==> src/sv/ipid_pkg.sv <==
// shared types and constants for the incremental pid block
`timescale 1ns / 1ps

package ipid_pkg;

   // fixed-point layout
   localparam int FRACTION_BITS = 8;
   localparam int DATA_W        = 16;
   localparam int ACC_W         = DATA_W + FRACTION_BITS;

   // error differences and product widths
   localparam int D1_W   = DATA_W + 1;
   localparam int D2_W   = DATA_W + 2;
   localparam int PP_W   = DATA_W + D1_W;
   localparam int IP_W   = DATA_W + DATA_W;
   localparam int DP_W   = DATA_W + D2_W;
   localparam int BASE_W = (ACC_W + 1 > DP_W) ? ACC_W + 1 : DP_W;
   localparam int SUM_W  = BASE_W + 2;

   // csr map
   localparam int CSR_ADDR_W = 5;
   localparam int CSR_DATA_W = 32;
   localparam int CSR_IDX_W  = 3;

   localparam logic [CSR_IDX_W-1:0] REG_KP      = 3'd0;
   localparam logic [CSR_IDX_W-1:0] REG_KI      = 3'd1;
   localparam logic [CSR_IDX_W-1:0] REG_KD      = 3'd2;
   localparam logic [CSR_IDX_W-1:0] REG_OUT_MIN = 3'd3;
   localparam logic [CSR_IDX_W-1:0] REG_OUT_MAX = 3'd4;

   // command codes
   localparam logic CMD_UPDATE = 1'b0;
   localparam logic CMD_CLEAR  = 1'b1;

   // clamp status codes
   localparam logic [1:0] CLAMP_NONE = 2'd0;
   localparam logic [1:0] CLAMP_HIGH = 2'd1;
   localparam logic [1:0] CLAMP_LOW  = 2'd2;

   // gains and limits
   typedef struct packed {
      logic signed [DATA_W-1:0] kp;
      logic signed [DATA_W-1:0] ki;
      logic signed [DATA_W-1:0] kd;
      logic        [DATA_W-1:0] out_min;
      logic        [DATA_W-1:0] out_max;
   } gains_type;

   // controller state
   typedef struct packed {
      logic        [ACC_W-1:0]  acc;
      logic signed [DATA_W-1:0] e1;
      logic signed [DATA_W-1:0] e2;
   } state_type;

endpackage

==> src/sv/ipid_calc.sv <==
// one velocity-form pid update with clamp, pure combinational datapath
`timescale 1ns / 1ps

module ipid_calc (
   input  logic                             command,
   input  logic signed [ipid_pkg::DATA_W-1:0] error,
   input  ipid_pkg::gains_type              gains,
   input  ipid_pkg::state_type              state,
   output ipid_pkg::state_type              state_next,
   output logic        [ipid_pkg::DATA_W-1:0] drive,
   output logic        [1:0]                clamp_status
);
   import ipid_pkg::*;

   logic signed [D1_W-1:0]  d1;
   logic signed [D2_W-1:0]  d2;
   logic signed [PP_W-1:0]  p_prod;
   logic signed [IP_W-1:0]  i_prod;
   logic signed [DP_W-1:0]  d_prod;
   logic signed [SUM_W-1:0] sum;
   logic signed [SUM_W-1:0] hi;
   logic signed [SUM_W-1:0] lo;
   logic        [ACC_W-1:0] acc_new;

   // error differences
   assign d1 = D1_W'(error) - D1_W'(state.e1);
   assign d2 = D2_W'(error) - (D2_W'(state.e1) <<< 1) + D2_W'(state.e2);

   // three gain products in parallel
   assign p_prod = PP_W'(gains.kp) * PP_W'(d1);
   assign i_prod = IP_W'(gains.ki) * IP_W'(error);
   assign d_prod = DP_W'(gains.kd) * DP_W'(d2);

   // accumulate
   assign sum = $signed({{(SUM_W-ACC_W){1'b0}}, state.acc})
              + SUM_W'(p_prod) + SUM_W'(i_prod) + SUM_W'(d_prod);

   // limits scaled to fixed point
   assign hi = $signed(SUM_W'(gains.out_max) << FRACTION_BITS);
   assign lo = $signed(SUM_W'(gains.out_min) << FRACTION_BITS);

   // clamp, high test wins, then select clear
   always_comb begin
      acc_new      = sum[ACC_W-1:0];
      clamp_status = CLAMP_NONE;
      if (sum > hi) begin
         acc_new      = ACC_W'(gains.out_max) << FRACTION_BITS;
         clamp_status = CLAMP_HIGH;
      end else if (sum < lo) begin
         acc_new      = ACC_W'(gains.out_min) << FRACTION_BITS;
         clamp_status = CLAMP_LOW;
      end
      state_next.acc = acc_new;
      state_next.e1  = error;
      state_next.e2  = state.e1;
      if (command == CMD_CLEAR) begin
         state_next   = '0;
         clamp_status = CLAMP_NONE;
      end
   end

   assign drive = state_next.acc[ACC_W-1:FRACTION_BITS];

endmodule

==> src/sv/incremental_pid_clamped.sv <==
// top level: csr block, input register, pid update and result register
// a request passes through the input register and then the result register before rsp valid
// throughput: one item per cycle while rsp is not stalled; accumulator and error history update with the result
// the result register lets a new item enter while an earlier result waits
// reset (synchronous, active high) zeroes state and gains, sets out_max to all ones
`timescale 1ns / 1ps

module incremental_pid_clamped (
   input  logic                                clock,
   input  logic                                reset,
   // input item channel
   input  logic                                req_valid,
   output logic                                req_ready,
   input  logic                                req_command,
   input  logic signed [ipid_pkg::DATA_W-1:0]  req_error,
   // result channel
   output logic                                rsp_valid,
   input  logic                                rsp_ready,
   output logic        [ipid_pkg::DATA_W-1:0]  rsp_drive,
   output logic        [1:0]                   rsp_clamp_status,
   // csr port
   input  logic                                csr_psel,
   input  logic                                csr_penable,
   input  logic                                csr_pwrite,
   input  logic [ipid_pkg::CSR_ADDR_W-1:0]     csr_paddr,
   input  logic [ipid_pkg::CSR_DATA_W-1:0]     csr_pwdata,
   output logic [ipid_pkg::CSR_DATA_W-1:0]     csr_prdata,
   output logic                                csr_pready
);
   import ipid_pkg::*;

   gains_type                gains_ff;
   state_type                state_ff;
   state_type                state_in;
   logic                     in_valid_ff;
   logic                     in_command_ff;
   logic signed [DATA_W-1:0] in_error_ff;
   logic                     out_valid_ff;
   logic        [DATA_W-1:0] out_drive_ff;
   logic        [1:0]        out_status_ff;
   logic        [DATA_W-1:0] drive_in;
   logic        [1:0]        status_in;
   logic                     advance;
   logic                     csr_write;
   logic [CSR_IDX_W-1:0]     csr_idx;

   // csr access
   assign csr_pready = 1'b1;
   assign csr_write  = csr_psel & csr_penable & csr_pwrite;
   assign csr_idx    = csr_paddr[CSR_ADDR_W-1:2];

   always_ff @(posedge clock) begin
      if (reset) begin
         gains_ff.kp      <= '0;
         gains_ff.ki      <= '0;
         gains_ff.kd      <= '0;
         gains_ff.out_min <= '0;
         gains_ff.out_max <= '1;
      end else if (csr_write) begin
         case (csr_idx)
            REG_KP:      gains_ff.kp      <= csr_pwdata[DATA_W-1:0];
            REG_KI:      gains_ff.ki      <= csr_pwdata[DATA_W-1:0];
            REG_KD:      gains_ff.kd      <= csr_pwdata[DATA_W-1:0];
            REG_OUT_MIN: gains_ff.out_min <= csr_pwdata[DATA_W-1:0];
            REG_OUT_MAX: gains_ff.out_max <= csr_pwdata[DATA_W-1:0];
            default: ;
         endcase
      end
   end

   // csr read back
   always_comb begin
      case (csr_idx)
         REG_KP:      csr_prdata = CSR_DATA_W'(unsigned'(gains_ff.kp));
         REG_KI:      csr_prdata = CSR_DATA_W'(unsigned'(gains_ff.ki));
         REG_KD:      csr_prdata = CSR_DATA_W'(unsigned'(gains_ff.kd));
         REG_OUT_MIN: csr_prdata = CSR_DATA_W'(gains_ff.out_min);
         REG_OUT_MAX: csr_prdata = CSR_DATA_W'(gains_ff.out_max);
         default:     csr_prdata = '0;
      endcase
   end

   // pipeline handshake
   assign advance   = in_valid_ff & (~out_valid_ff | rsp_ready);
   assign req_ready = ~in_valid_ff | advance;

   // input register
   always_ff @(posedge clock) begin
      if (reset) begin
         in_valid_ff <= 1'b0;
      end else if (req_ready) begin
         in_valid_ff <= req_valid;
      end
   end

   always_ff @(posedge clock) begin
      if (req_valid & req_ready) begin
         in_command_ff <= req_command;
         in_error_ff   <= req_error;
      end
   end

   // pid update
   ipid_calc u_calc (
      .command      (in_command_ff),
      .error        (in_error_ff),
      .gains        (gains_ff),
      .state        (state_ff),
      .state_next   (state_in),
      .drive        (drive_in),
      .clamp_status (status_in)
   );

   // controller state
   always_ff @(posedge clock) begin
      if (reset) begin
         state_ff <= '0;
      end else if (advance) begin
         state_ff <= state_in;
      end
   end

   // result register
   always_ff @(posedge clock) begin
      if (reset) begin
         out_valid_ff <= 1'b0;
      end else if (advance) begin
         out_valid_ff <= 1'b1;
      end else if (rsp_ready) begin
         out_valid_ff <= 1'b0;
      end
   end

   always_ff @(posedge clock) begin
      if (advance) begin
         out_drive_ff  <= drive_in;
         out_status_ff <= status_in;
      end
   end

   assign rsp_valid        = out_valid_ff;
   assign rsp_drive        = out_drive_ff;
   assign rsp_clamp_status = out_status_ff;

endmodule
==> config.mk <==
export PLATFORM = sky130hd
export DESIGN_NAME = incremental_pid_clamped
export DESIGN_NICKNAME = d
export VERILOG_FILES = /design/src/sv/ipid_pkg.sv /design/src/sv/ipid_calc.sv /design/src/sv/incremental_pid_clamped.sv
export SDC_FILE = /design/constraint.sdc
export NUM_CORES = 2
export LEC_CHECK = 0
export BUFFER_PORTS_ARGS = -buffer_cell sky130_fd_sc_hd__buf_2
export CORE_MARGIN = 1.5
export CORE_UTILIZATION = 60
export DETAILED_ROUTE_END_ITERATION = 8
export PLACE_DENSITY_LB_ADDON = 0.25
export SETUP_SLACK_MARGIN = 0.05
export SYNTH_ARGS = -nofsm -noshare
export SYNTH_HDL_FRONTEND = slang
export SYNTH_SLANG_ARGS = --single-unit
==> constraint.sdc <==
create_clock -name clock -period 17 [get_ports clock]
set_clock_uncertainty 0.1 [all_clocks]
set_input_delay 3.4 -clock clock [delete_from_list [all_inputs] [get_ports clock]]
set_output_delay 3.4 -clock clock [all_outputs]
set_load 0.05 [all_outputs]
# Word level (Yosys, flattened, before mapping)
# Index checks and enable logic that the tools add are counted.
# classes
addsub,6
multipliers,3
magnitude_cmp,2
n_eq_ne,4
mux,8
bitwise,8
reduce_logical,8
# op_table
op,count
one-hot mux 16 bit (5 select lines),1
two-way mux 56 bit,1
two-way mux 24 bit,2
adder 36 x 34 -> 36 bit,1
> comparator 36 x 25 -> 1 bit,1
< comparator 36 x 25 -> 1 bit,1
adder 34 x 32 -> 35 bit,1
adder 25 x 33 -> 34 bit,1
multiplier 16 x 18 -> 34 bit,1
multiplier 16 x 17 -> 33 bit,1
multiplier 16 x 16 -> 32 bit,1
adder 18 x 16 -> 18 bit,1
subtractor 16 x 17 -> 18 bit,1
subtractor 16 x 16 -> 17 bit,1
AND reduction 2 bit,5
"== test 3 x 2 -> 1 bit, second input constant",2
AND 1 bit,4
"== test 3 x 1 -> 1 bit, second input constant",1
"== test 3 bit, second input constant",1
logical NOT 3 bit,1
two-way mux 1 bit,3
two-way mux 2 bit,1
NOT 1 bit,2
OR 1 bit,2
2 further kinds,2
# word_totals
regBits,173
in_bits,61
out_inout_bits,53
wordCells,54

# Depth between registers and ports, before layout
# logic_depth
ltp_word,9
ltp_mapped,67
ltp_nobuf,62

# By module
# From an unflattened synthesis, not the netlist that was laid out.
# hier_totals
hier_cells,4986
hier_area_um2,45382.3
# modules_own_cells
mod,instances,cells_each,area_each_um2,seq_area_each_um2
ipid_calc,1,4283,38156.6,0.0
incremental_pid_clamped,1,703,7225.7,3813.7

# Least setup slack after synthesis
# Ideal clock, no wire load.
# synth_path
kind,register -> register
startpoint,register in_error_ff[0]
endpoint,"register out_drive_ff[0], in the netlist rsp_drive[0], data pin"
setup_time_ns,0.259
arrival_time_ns,14.423
t_required_ns,16.641
setup_slack_ns,2.218
stages_incl_launch_ff,58
n_path_buf,4
synth_period_minus_slack_ns,14.782
cell_sequence,edfxtp_1 > clkbuf_1 > inv_1 > ha_1 > fa_1 > nor2b_1 > o21ai_0 > a21boi_0 > o21ai_0 > a21oi_1 > o2111ai_1 > a31o_2 > o21ai_0 > o22ai_1 > clkbuf_1 > and2_1 > fa_1 > fa_1 > (+22 left out) > inv_1 > fa_1 > fa_1 > fa_1 > inv_1 > ha_1 > buf_2 > a21o_1 > a21o_1 > a21oi_1 > a21boi_2 > nor3_1 > or4_4 > a221oi_4 > and3_1 > buf_4 > mux2_1 > or2_1
# synth_via
elab_chain_len,9
elab_cells_between_ends,14
cone_classes,6 x add/sub; 3 x mul; 2 x order compare; 3 x mux
# synth_rtl
element,line,source
start: declaration,incremental_pid_clamped.sv:37,logic signed [DATA_W-1:0] in_error_ff;
start signal: assignment,incremental_pid_clamped.sv:99,in_error_ff <= req_error;
subtractor 16 x 16 -> 17 bit,ipid_calc.sv:26,assign d1 = D1_W'(error) - D1_W'(state.e1);
multiplier 16 x 17 -> 33 bit,ipid_calc.sv:30,assign p_prod = PP_W'(gains.kp) * PP_W'(d1);
adder 25 x 33 -> 34 bit,ipid_calc.sv:36,+ SUM_W'(p_prod) + SUM_W'(i_prod) + SUM_W'(d_prod);
adder 34 x 32 -> 35 bit,ipid_calc.sv:36,
adder 36 x 34 -> 36 bit (*),ipid_calc.sv:36,
< comparator 36 x 25 -> 1 bit,ipid_calc.sv:49,end else if (sum < lo) begin
two-way mux 24 bit,ipid_calc.sv:49,
two-way mux 24 bit (*),ipid_calc.sv:46,if (sum > hi) begin
two-way mux 56 bit (*),ipid_calc.sv:56,if (command == CMD_CLEAR) begin
via drive_in[0],incremental_pid_clamped.sv:41,logic [DATA_W-1:0] drive_in;
end signal: assignment,incremental_pid_clamped.sv:136,out_drive_ff <= drive_in;
end: declaration,incremental_pid_clamped.sv:39,logic [DATA_W-1:0] out_drive_ff;
# The timed path passes the listed nets; every way through them passes the cells marked *.
# A chain may end at the register's enable or synchronous reset.

# Final worst setup path
# layout_path
startpoint,register in_error_ff[0]
endpoint,"register out_drive_ff[12], in the netlist rsp_drive[12], data pin"
# The elaborated chain is that of the path after synthesis.

==> results.md <==
* Status: complete, no violations
* Sink Count at 173
* Critical R2R Capture: rsp_drive[12]
* Placement Cell Area at roughly 47000 um^2
* Slew margin rel. at under 10%
* # DRC at 0
* Commonest non-fill, non-tap cell in the layout: inv_1
* Combinational power share at a little over three fifths
* Worst Path Required at 17.22 ns
* WS Path Type: reg -> reg
* Final period util at 95.1%
* IO buf count at 78
* Vias in the first global route at approximately 36000
* Worst-skew pair later-pin latency at 0.51 ns
* # nets final at 6429
* Deepest clock path buffer count at 2
* Vias/cell at 5.78
* Cell Pwr Density at 50.0 nW/um^2
* Multi-input combinational cell area at 36100 um^2
* Synth Cell Area at approximately 45000 um^2
* Avg Cell Area, Syn at 8.83 um^2
* Wire per inst at approximately 20 um
* Critical path's slowest cell: fa_1
* Tightest Pin Transition at 1.36 ns
* First-pass GRT wire length at 200 mm
* Row count at 100
* Hold Fails Final Rpt at 0
* CTS Buf Count at 17
* Most frequent cells in the layout: 1119 x inv_1, 973 x fa_1, 710 x nand2_1
* Reg2Reg Depth at 59
* Starting Density at between 60% and 70%
* HP Class: reg -> reg
* Die area at just under 80000 um^2
* Io pins at 114
* Max-cap viol count at 0
* Layout cells sized above 1 at 5.73%
* Most frequent cell on the critical path: fa_1
* CP Capture Type: register
* Clock network fraction of total power at 17.3%
* Final WS setup at about 0.83 ns
* Register area share after synthesis at 8.45%
* Largest net degree at the start of global routing at 86
* CP max stage delay at 0.57 ns
* Pint at 0.00116 W
* Global route overflow at 0
* Main flop type after synthesis: dfxtp_1
* Max Fclk at 61.8 MHz
* Cts hold-fix bufs at 0
* Hold path startpoint: gains_ff[36]
* Worst hold slack at around 0.36 ns
* RD Place Congestion at about 1
* Worst-path fanout max at 13
* Switch share at roughly 50%
* Flops & latches, synth at ~170
* DR iter-0 viols at about 3200
* Number of synthesized flops with an enable pin at 35
* Hold Crit Depth at 2
* CTS tree: yes
* Lkg Pwr at 22.8 nW
* Post-DP HPWL at 103 mm
* Flop pwr share at 19.4%
* RSZ-0062 raised after global routing: true
* Filler cells at 6252
* Ys Warns at 0
* Tmin final at 16.17 ns
* Die W at 277 um
* Hold EP: gains_ff[36]
* Initial antenna violation count at 12
* Post-synth ARST share at 0%
* Synth unique cells at 82
* Delay-heaviest family, CP: adder cells
* Max-slew violation count at 0
* # setup viols final at 0
* Core Area at between 70000 and 80000 um^2
* Reg2reg setup slack at 0.83 ns
* Post-Layout Cell Count at 6049
* Area growth, synth to finish at 4.91%
* Final Instance Area at 47300 um^2
* Die Ht at 277 um
* Clk pin slew, worst setup/hold paths at 0.07 ns
* Bufs and invs on worst path at 12
* Total track usage at between 30% and 40%
* Dpl cells at about 6000
* DRT Pass-1 Iters at 6
* RR Startpoint: in_error_ff[0]
* Total wire length at 124 mm
* Via count at ~35000
* Worst Path Arrival at 16.40 ns
* FF+latch area at roughly 3800 um^2
* Clock root buffer: clkbuf_16
* Cell count after synthesis at approximately 5100
* Max VDD drop at 0.0000870 V
* CTS H-Tree Depth at 4
* Antenna Violating Nets Remaining at 0
* Critical Path Start Type: register
* Psw at 0.00120 W
* Worst slack at placement at 0.587 ns
-- synthesized netlist by cell type (all sizes together), types with 41 or more instances --
| cell type | number | share of area (%) |
|---|---|---|
| a21o | 42 | 0.70 |
| a21oi | 181 | 2.0 |
| and2 | 248 | 3.4 |
| and3 | 42 | 0.58 |
| clkbuf | 248 | 2.1 |
| dfxtp | 138 | 6.1 |
| fa | 974 | 43 |
| ha | 332 | 9.2 |
| inv | 1119 | 9.3 |
| nand2 | 710 | 5.9 |
| nand2b | 53 | 0.73 |
| nand3 | 65 | 0.72 |
| nor2 | 151 | 1.3 |
| nor2b | 69 | 0.96 |
| nor3 | 62 | 0.69 |
| o211ai | 41 | 0.68 |
| o21ai | 85 | 0.94 |
| xnor2 | 77 | 1.5 |
-- what timing repair did --
item / 4_1_cts / 5_1_grt
setup endpoints to repair: 0 / 42
resized for setup: 0 / 14
setup buffers: 0 / 4
-- power groups by stage --
stage | clock (W) | sequential, W | combinational (W)
finish | 0.000410 | 0.000459 | 0.00150
detailed placement | 0 | 0.000467 | 0.00146
global placement | 0 | 0.000467 | 0.00144
CTS | 0.000410 | 0.000458 | 0.00147
floorplan | 0 | 0.000475 | 0.000974
global route | 0.000425 | 0.000460 | 0.00165
-- layer usage --
metal | vias up | GRT usage, % | share of wire [%]
met3 | 218 | 6.02 | 9.7
met1 | 17500 | 47.5 | 40
met2 | 1670 | 52.7 | 46
met4 | 6 | 13.1 | 4.3
met5 | - | 0 | 0.029
li1 | 15500 | - | -
-- worst register-to-register path, delay by kind of cell (launching register included) --
family / cells / cell delay, ns
adder cells (fa/ha/maj): 17 / 7.39
multiplexers: 1 / 0.36
flip-flops: 1 / 0.43
AO/OA/AOI/OAI: 18 / 4.20
AND/OR/NAND/NOR: 9 / 1.90
buffers and inverters: 12 / 1.26
XOR/XNOR: 2 / 0.38
-- sequential cells by signal, indices dropped and copies added, names as in the netlist --
| name | cells |
|---|---|
| gains_ff | 80 |
| in_error_ff | 16 |
| rsp_valid | 1 |
| state_ff | 56 |
| rsp_drive | 16 |
| rsp_clamp_status | 2 |
| in_command_ff | 1 |
| in_valid_ff | 1 |
-- final cells by class --
type | count | share of cell area (%)
antenna | 5 | 0.0264
clock buffer | 17 | 0.899
clock inverter | 15 | 0.325
inverter | 1119 | 8.87
multi-input combinational | 3545 | 76.4
sequential | 173 | 8.06
tap | 969 | 2.56
timing repair buffer | 206 | 2.89
-- cells by family after synthesis --
| logic type | Yosys count | share of synthesized area, % |
|---|---|---|
| buffers and inverters | 1405 | 11.9 |
| adder cells (fa/ha/maj) | 1306 | 52.4 |
| AO/OA/AOI/OAI | 579 | 8.50 |
| AND/OR/NAND/NOR | 1500 | 15.8 |
| other | 2 | 0.0166 |
| multiplexers | 36 | 0.843 |
| flip-flops | 173 | 8.45 |
| XOR/XNOR | 107 | 2.08 |
-- worst max-delay path by stage --
stage | from | to | slack [ns] | cells past startpoint
2_1_floorplan | in_error_ff[0] | rsp_drive[0] | 2.22 | 57
3_3_place_gp | in_error_ff[0] | rsp_drive[0] | 0.67 | 60
3_5_place_dp | in_error_ff[0] | rsp_drive[15] | 0.59 | 61
4_1_cts | in_error_ff[0] | rsp_drive[0] | 0.52 | 60
5_1_grt | state_ff[17] | rsp_drive[6] | -0.004 | 60
6_report | in_error_ff[0] | rsp_drive[12] | 0.83 | 59
-- through the flow --
step	setup TNS (ns)	power, W	util [%]
global placement	0	0.00191	62.7
CTS	0	0.00234	63.4
finish	0	0.00237	63.6
global route	-0.00369	0.00254	63.6
floorplan	0	0.00145	-
detailed placement	0	0.00192	62.7
Power figures use the tool's default switching activity.
